$ cat src/hdl/pem_pkg.sv
// ---------------------------------------------------------------------------
// pem_pkg
// widths, constants and shared types of the prewitt edge magnitude block
// ---------------------------------------------------------------------------
`default_nettype none

package pem_pkg;

  localparam int PIX_W      = 8;
  localparam int GREY_W     = 8;
  localparam int COL_W      = 11;
  localparam int ROW_W      = 12;
  localparam int WID_W      = 12;
  localparam int HGT_W      = 13;
  localparam int SUM_W      = 10;
  localparam int GRAD_W     = 11;
  localparam int SQ_W       = 20;
  localparam int RAD_W      = 21;
  localparam int ROOT_W     = 11;
  localparam int CNT_W      = $clog2(ROOT_W);
  localparam int WIN_N      = 9;

  // floor(x/3) for x <= 765 as (x*683) >> 11
  localparam int DIV3_MUL   = 683;
  localparam int DIV3_SHIFT = 11;
  localparam int PROD3_W    = 20;

  localparam int EDGE_MAX        = 255;
  localparam int MIN_DIM         = 3;
  localparam int MAX_WIDTH_LIMIT = 2048;
  localparam int MAX_HEIGHT      = 4096;
  localparam int WIDTH_RESET     = 640;
  localparam int HEIGHT_RESET    = 480;

  localparam int APB_DW      = 32;
  localparam int CFG_ADDR_W  = 3;
  localparam int REG_SEL_BIT = 2;

  typedef enum logic [0:0] {
    REG_FRAME_WIDTH  = 1'b0,
    REG_FRAME_HEIGHT = 1'b1
  } pem_reg_t;

  typedef struct packed {
    logic             start;
    logic [RAD_W-1:0] radicand;
  } pem_sqrt_req_t;

  typedef struct packed {
    logic              done;
    logic [ROOT_W-1:0] root;
  } pem_sqrt_rsp_t;

endpackage

`default_nettype wire

$ cat src/hdl/pem_isqrt.sv
// ---------------------------------------------------------------------------
// pem_isqrt
// iterative ceiling square root, one result bit per cycle plus a rounding step
// ---------------------------------------------------------------------------
`default_nettype none

module pem_isqrt (
  input  logic                   clk,
  input  logic                   rst_n,
  input  pem_pkg::pem_sqrt_req_t req,
  output pem_pkg::pem_sqrt_rsp_t rsp
);
  import pem_pkg::*;

  typedef enum logic [2:0] {
    SQ_IDLE  = 3'b001,
    SQ_STEP  = 3'b010,
    SQ_ROUND = 3'b100
  } sq_state_t;

  sq_state_t           state_r, state_nxt;
  logic [CNT_W-1:0]    cnt_r, cnt_nxt;
  logic [ROOT_W-1:0]   s_r, s_nxt;
  logic [RAD_W-1:0]    m_r, m_nxt;
  logic                done_r, done_nxt;

  logic [ROOT_W-1:0]   bit_mask;
  logic [ROOT_W-1:0]   cand;
  logic [2*ROOT_W-1:0] cand_sq;
  logic [2*ROOT_W-1:0] m_ext;

  assign bit_mask = ROOT_W'(1) << cnt_r;
  // the rounding step squares the floor root itself
  assign cand     = (state_r == SQ_ROUND) ? s_r : (s_r | bit_mask);
  assign cand_sq  = cand * cand;
  assign m_ext    = (2*ROOT_W)'(m_r);

  always_comb begin
    state_nxt = state_r;
    cnt_nxt   = cnt_r;
    s_nxt     = s_r;
    m_nxt     = m_r;
    done_nxt  = 1'b0;
    case (state_r)
      SQ_IDLE: begin
        if (req.start) begin
          state_nxt = SQ_STEP;
          cnt_nxt   = CNT_W'(ROOT_W - 1);
          s_nxt     = '0;
          m_nxt     = req.radicand;
        end
      end
      SQ_STEP: begin
        if (cand_sq <= m_ext) begin
          s_nxt = cand;
        end
        if (cnt_r == '0) begin
          state_nxt = SQ_ROUND;
        end else begin
          cnt_nxt = cnt_r - CNT_W'(1);
        end
      end
      SQ_ROUND: begin
        if (cand_sq < m_ext) begin
          s_nxt = s_r + ROOT_W'(1);
        end
        done_nxt  = 1'b1;
        state_nxt = SQ_IDLE;
      end
      default: begin
        state_nxt = SQ_IDLE;
      end
    endcase
  end

  always_ff @(posedge clk) begin
    if (!rst_n) begin
      state_r <= SQ_IDLE;
      done_r  <= 1'b0;
    end else begin
      state_r <= state_nxt;
      done_r  <= done_nxt;
    end
    cnt_r <= cnt_nxt;
    s_r   <= s_nxt;
    m_r   <= m_nxt;
  end

  assign rsp.done = done_r;
  assign rsp.root = s_r;

endmodule

`default_nettype wire

$ cat config.mk
export PLATFORM = sky130hd
export DESIGN_NAME = pem_isqrt
export DESIGN_NICKNAME = d
export VERILOG_FILES = /design/src/hdl/pem_pkg.sv /design/src/hdl/pem_isqrt.sv
export SDC_FILE = /design/constraint.sdc
export NUM_CORES = 1
export LEC_CHECK = 0
export BUFFER_PORTS_ARGS = -buffer_cell sky130_fd_sc_hd__buf_4
export CAP_MARGIN = 20
export CORE_MARGIN = 4
export CORE_UTILIZATION = 30
export DETAILED_ROUTE_END_ITERATION = 7
export SLEW_MARGIN = 20
export SYNTH_ARGS = -nofsm -noshare
export SYNTH_HDL_FRONTEND = slang
export SYNTH_SLANG_ARGS = --single-unit
$ cat constraint.sdc
create_clock -name clk -period 10.34 [get_ports clk]
set_input_delay 2.585 -clock clk [delete_from_list [all_inputs] [get_ports clk]]
set_output_delay 2.585 -clock clk [all_outputs]
set_load 0.1 [all_outputs]
# [Word level (Yosys, flattened, before mapping)]
# Index checks and enable logic that the tools add are counted.
[word_totals] register_bits=40 latch_bits=0 mem_bits_rw=0 mem_bits_ro=0 inputBits=24 output_inout_bits=12 word_cells=39 mem_count=0
[classes] addsub=2 mul=1 n_div=0 n_lt_le_gt_ge=2 eq_ne=8 n_shift=1 n_mux=12 bitwise=1 n_reduce_logical=7
[op_table] cell="$mux W11" count=4
[op_table] cell="$pmux W11 S3" count=1
[op_table] cell="$le A22 B21 Y1" count=1
[op_table] cell="$lt A22 B21 Y1" count=1
[op_table] cell="$mul A11 B11 Y22" count=1
[op_table] cell="$add A11 B1 Y11 const B" count=1
[op_table] cell="$or A11 B11 Y11" count=1
[op_table] cell="$shl A1 B4 Y11 const A" count=1
[op_table] cell="$mux W4" count=2
[op_table] cell="$ne A2 B2 Y1 const B" count=4
[op_table] cell="$pmux W4 S2" count=1
[op_table] cell="$mux W3" count=2
[op_table] cell="$pmux W3 S2" count=1
[op_table] cell="$logic_not A4 Y1" count=1
[op_table] cell="$reduce_and A2 Y1" count=2
[op_table] cell="$reduce_and A4 Y1" count=1
[op_table] cell="$sub A4 B1 Y4 const B" count=1
[op_table] cell="$eq A3 B1 Y1 const B" count=1
[op_table] cell="$eq A3 B2 Y1 const B" count=1
[op_table] cell="$eq A3 B3 Y1 const B" count=1
[op_table] cell="$reduce_and A3 Y1" count=1
[op_table] cell="$reduce_bool A3 Y1" count=1
[op_table] cell="$ne A2 B1 Y1 const B" count=1
[op_table] cell="$reduce_bool A2 Y1" count=1
[op_table] cell="$mux W1" count=1

# [Logic depth before layout (Yosys ltp)]
[logic_depth] word_depth=7 mapped_depth=32 mapped_depth_nobuf=31

# [Worst setup path after synthesis]
# OpenSTA, ideal clock, no wires.
[synth_timing] path_kind="register -> register" startpoint="reg s_r[7]" endpoint="reg s_r[0] (enable)" setup_time_ns=0.348 arrival_ns=7.155 t_required_ns=9.992 slack_ns=2.838 stages_incl_launch_ff=30 n_path_buf=1 synth_period_minus_slack_ns=7.502 path_cell_list="edfxtp_1 > a21oi_1 > inv_1 > nand2_1 > fa_1 > inv_1 > fa_1 > inv_1 > fa_1 > inv_1 > fa_1 > inv_1 > fa_1 > inv_1 > ha_1 > clkbuf_1 > a21oi_1 > o211ai_1 > a211o_1 > a31oi_1 > o21ai_1 > a21oi_1 > xnor2_1 > ha_1 > nand3_1 > nor3_1 > and3_1 > a21oi_1 > a221oi_1 > a31o_1"
[synth_between] elab_chain_cells=6 elab_cells_between_ends=8 classes_between="mul: 1; order compare: 2; eq/ne: 2; mux: 1; bitwise: 1; reduce/logical: 1"
[synth_lines] item="start, declared" line_no="pem_isqrt.sv:23" text="logic [ROOT_W-1:0] s_r, s_nxt;"
[synth_lines] item="start signal, assigned" line_no="pem_isqrt.sv:85" text="s_r <= s_nxt;"
[synth_lines] item="$or A11 B11 Y11" line_no="pem_isqrt.sv:34" text="assign cand = (state_r == SQ_ROUND) ? s_r : (s_r | bit_mask);"
[synth_lines] item="$mux W11 *" line_no="pem_isqrt.sv:34"
[synth_lines] item="$mul A11 B11 Y22 *" line_no="pem_isqrt.sv:35" text="assign cand_sq = cand * cand;"
[synth_lines] item="$le A22 B21 Y1 / $lt A22 B21 Y1 (equally long branches)" line_no="pem_isqrt.sv:54, pem_isqrt.sv:64"
[synth_lines] item="$ne A2 B2 Y1 (no source line) / $ne A2 B1 Y1 (equally long branches)"
[synth_lines] item="$reduce_and A4 Y1 (no source line) *"
# Mark *: on every way between the ends. The rest lies on a longest branch, timed or not.
# A chain may end at the register's enable or synchronous reset.

# [Worst setup path after layout]
[layout_timing] startpoint="reg cnt_r[0]" endpoint="reg s_r[5] (enable)"
[layout_between] elab_chain_cells=7 elab_cells_between_ends=9 classes_between="mul: 1; order compare: 2; eq/ne: 2; shift: 1; mux: 1; bitwise: 1; reduce/logical: 1"
[layout_lines] item="start, declared" line_no="pem_isqrt.sv:22" text="logic [CNT_W-1:0] cnt_r, cnt_nxt;"
[layout_lines] item="start signal, assigned" line_no="pem_isqrt.sv:84" text="cnt_r <= cnt_nxt;"
[layout_lines] item="$shl A1 B4 Y11 *" line_no="pem_isqrt.sv:32" text="assign bit_mask = ROOT_W'(1) << cnt_r;"
[layout_lines] item="$or A11 B11 Y11 *" line_no="pem_isqrt.sv:34"
[layout_lines] item="$mux W11 *" line_no="pem_isqrt.sv:34"
[layout_lines] item="$mul A11 B11 Y22 *" line_no="pem_isqrt.sv:35"
[layout_lines] item="$le A22 B21 Y1 / $lt A22 B21 Y1 (equally long branches)" line_no="pem_isqrt.sv:54, pem_isqrt.sv:64"
[layout_lines] item="$ne A2 B2 Y1 (no source line) / $ne A2 B1 Y1 (equally long branches)"
[layout_lines] item="$reduce_and A4 Y1 (no source line) *"
# Marked as above.

==> results.txt <==
Status -> completed
Synth Register Bits -> 40
Cell taking the most area after synthesis -> fa_1
Final Setup Violations -> 0
H-tree depth -> 2
Cell count after synthesis -> 591
Filler Cell Count -> 1,850
Worst Hold Class -> reg -> reg
Vias in the first global route -> 4,025
Top Metal Used -> met4
Post-synth EDFFs -> 36
Post-synth top cells -> inv_1 (130), ha_1 (79), fa_1 (64)
First-pass GRT wire length -> 20,380 um
Met2 WL -> 5403 um
Mapped Nets -> 758
Cts repair resizes -> 0
Routed wl met3 -> 410 um
Int Power -> 0.0008107 W
Routed Wire Length -> 11,580 um
Post-CTS Setup Bufs -> 0
Ys Warns -> 0
CP arrival -> 8320 ps
Worst Path Buf+Inv -> 6
Family with the most delay on the worst path -> adder cells
Final hold vios -> 0
Nets -> 795
Leak Pwr -> 3.098 nW
Post-Synth XOR/XNOR Area -> 4.744%
Top cells by area, synth -> fa_1 (23%), edfxtp_1 (20%), ha_1 (18%)
Achievable Freq -> 0.1193 GHz
Die Area -> 0.02070 sq mm
CTS tree -> built
Clock net sink count -> 40
Syn Std Cell Area -> 0.005539 sq mm
Design area -> 0.006251 sq mm
Critical Path Start Type -> flop
Std-Cell Rows -> 49
Part of the power in the clock network -> 11.8%
Portion of netlist area occupied by mux cells -> 0.3840%
P&R area growth vs syn -> 12.85%
DRT Pass-1 Iters -> 4
Compound-Gate Fraction of Synth Area -> 11.18%
Net load switching power -> 0.0007585 W
Avg WL per Cell -> 13.50 um
Die Wd -> 143.9 um
Routability Congestion -> 0.8257
Initial antenna violation count -> 0
Unrepaired setup endpoints after global routing -> false
Actual slew at the worst max-slew pin -> 954.8 ps
DP HPWL -> 9758 um
Count leader, synth -> inv_1
Worst path required time -> 10,280 ps
Power per cell area -> 251.0 mW/mm^2
Initial Util -> 30.63%
Non-filler cells, final -> 858
Slowest stage cell, crit path -> fa_1
DRT iter0 DRCs -> 182
Placed cell area -> 0.006080 sq mm
Largest net degree at the start of global routing -> 24
Antenna Nets Post-Route -> 0
Vias per cell -> 4.614
Comb power frac -> 75.6%
Combinational family with the most area after synthesis -> adder cells
Hold_buf cts -> 0
IO Port Bufs -> 35
Critical setup path kind -> reg -> reg
CTS clk-pin slew, worst paths -> 70 ps
Gr usage total -> 12.29%
Setup crit end kind -> flop
Post-route DRC -> 0
Wl on met1 -> 5633 um
Final TNS setup -> 0 ps
Worst-Skew Late Latency -> 300 ps
Hold_ws -> 635.6 ps
Clk_skew -> 10.43 ps
Post-Synth Simple-Gate Area -> 12.18%
Register area share after synthesis -> 20.96%
Slew margin rel. -> 36.27%
Syn avg cell area -> 9.372 sq um
Placed cells -> 850
Slew Limit Fails -> 0
CP max FO -> 13
Largest stage delay, worst path -> 560 ps
Minimum clock period -> 8381 ps
Post-layout util -> 34.56%
Num CTS Buffers -> 5
Synth unique cells -> 48
Adder-cell share of the synthesized area -> 40.98%
Max_cap viols -> 0
Reg2Reg Setup Slack -> 1960 ps
Fraction of layout cells with a size suffix above 1 -> 9.380%
Area share of the largest cell type after synthesis -> 23.13%
N_diodes -> 0
Ys flop type -> edfxtp_1
Chip height -> 143.9 um
Total I/O pin count -> 36
Switching Share -> 48.34%
Core area -> 0.01809 sq mm
Seq pwr share -> 12.6%
Total gr overflow -> 0
Root buffer cell -> clkbuf_16
Final Cycle Share -> 81.05%
Routed via count -> 3,959
Max VDD drop -> 0.0001672 V
Asr flop ratio synth -> 0%
Max clock buf depth -> 2
==> path summary, 6_finish.rpt <==
kind,startpoint,to,cells past startpoint
max reg2reg,cnt_r[0],s_r[5],30
min reg2reg,state_r[0],state_r[1],2
max,cnt_r[0],s_r[5],30
min,state_r[0],state_r[1],2
==> stage by stage <==
step / setup slack (ps) / total power [W]
after detailed placement: 1934 / 0.001387
after global routing: 1313 / 0.001798
after CTS: 1894 / 0.001589
after global placement: 1997 / 0.001384
after floorplan: 2838 / 0.001150
final: 1959 / 0.001569
==> cells by family (layout without fill, tap and decap cells) <==
family | count (synthesis) | count (layout)
buffers and inverters | 140 | 178
AOI/OAI and AO/OA | 94 | 94
xor gates and xnor gates | 30 | 30
and+or+nand+nor | 142 | 142
adders and majority gates | 143 | 143
muxes | 2 | 2
DFF | 40 | 40
==> power groups by stage <==
| stage | sequential [W] | combinational (W) | clock (W) |
|---|---|---|---|
| after floorplan | 0.000224 | 0.000926 | 0 |
| after global placement | 0.000202 | 0.00118 | 0 |
| after detailed placement | 0.000202 | 0.00118 | 0 |
| after CTS | 0.000199 | 0.00120 | 0.000190 |
| after global routing | 0.000200 | 0.00140 | 0.000198 |
| final | 0.000198 | 0.00119 | 0.000184 |
==> registers in the layout (all words and copies together) (netlist names) <==
name / flops
m_r: 21
cnt_r: 4
done_r: 1
state_r: 3
s_r: 11
==> layout by cell type, fill, tap and decap left out, types with 3 or more instances in the layout <==
cell type / instances
inv_1: 130
ha_1: 79
fa_1: 64
nor2_1: 54
nand2_1: 40
buf_4: 39
edfxtp_1: 36
a21oi_1: 26
xnor2_1: 19
o21ai_0: 13
a21o_1: 12
xor2_1: 11
nor3_1: 10
nand3_1: 10
o22ai_1: 9
a21oi_2: 5
nand4_1: 5
nand2b_1: 5
clkbuf_16: 5
and3_1: 4
o21a_1: 4
a211o_1: 4
dfxtp_1: 4
and2_1: 3
o211ai_1: 3
a211oi_1: 3
==> area by class of cell <==
cell class,instances,area (sq um),share of cell area (%)
clock inverter,3,46.29,0.7406
sequential,40,1161,18.57
tap,229,286.5,4.584
inverter,131,491.7,7.866
clock buffer,5,125.1,2.002
multi-input combinational,411,3847,61.55
timing repair buffer,39,292.8,4.684
==> worst register-to-register path: cells and delay by family (launching register included) <==
family	cells	cell delay, ps
AOI/OAI and AO/OA	9	1910
xor gates and xnor gates	1	100
adders and majority gates	8	3540
buffers and inverters	6	590
DFF	1	470
and+or+nand+nor	6	1420
==> per-layer routing <==
metal / track usage, % / vias to the layer above
met1: 17.46 / 1875
li1: - / 2002
met5: 0 / -
met2: 19.84 / 73
met4: 2.180 / 0
met3: 2.230 / 9
(Power assumes the default switching activity.)
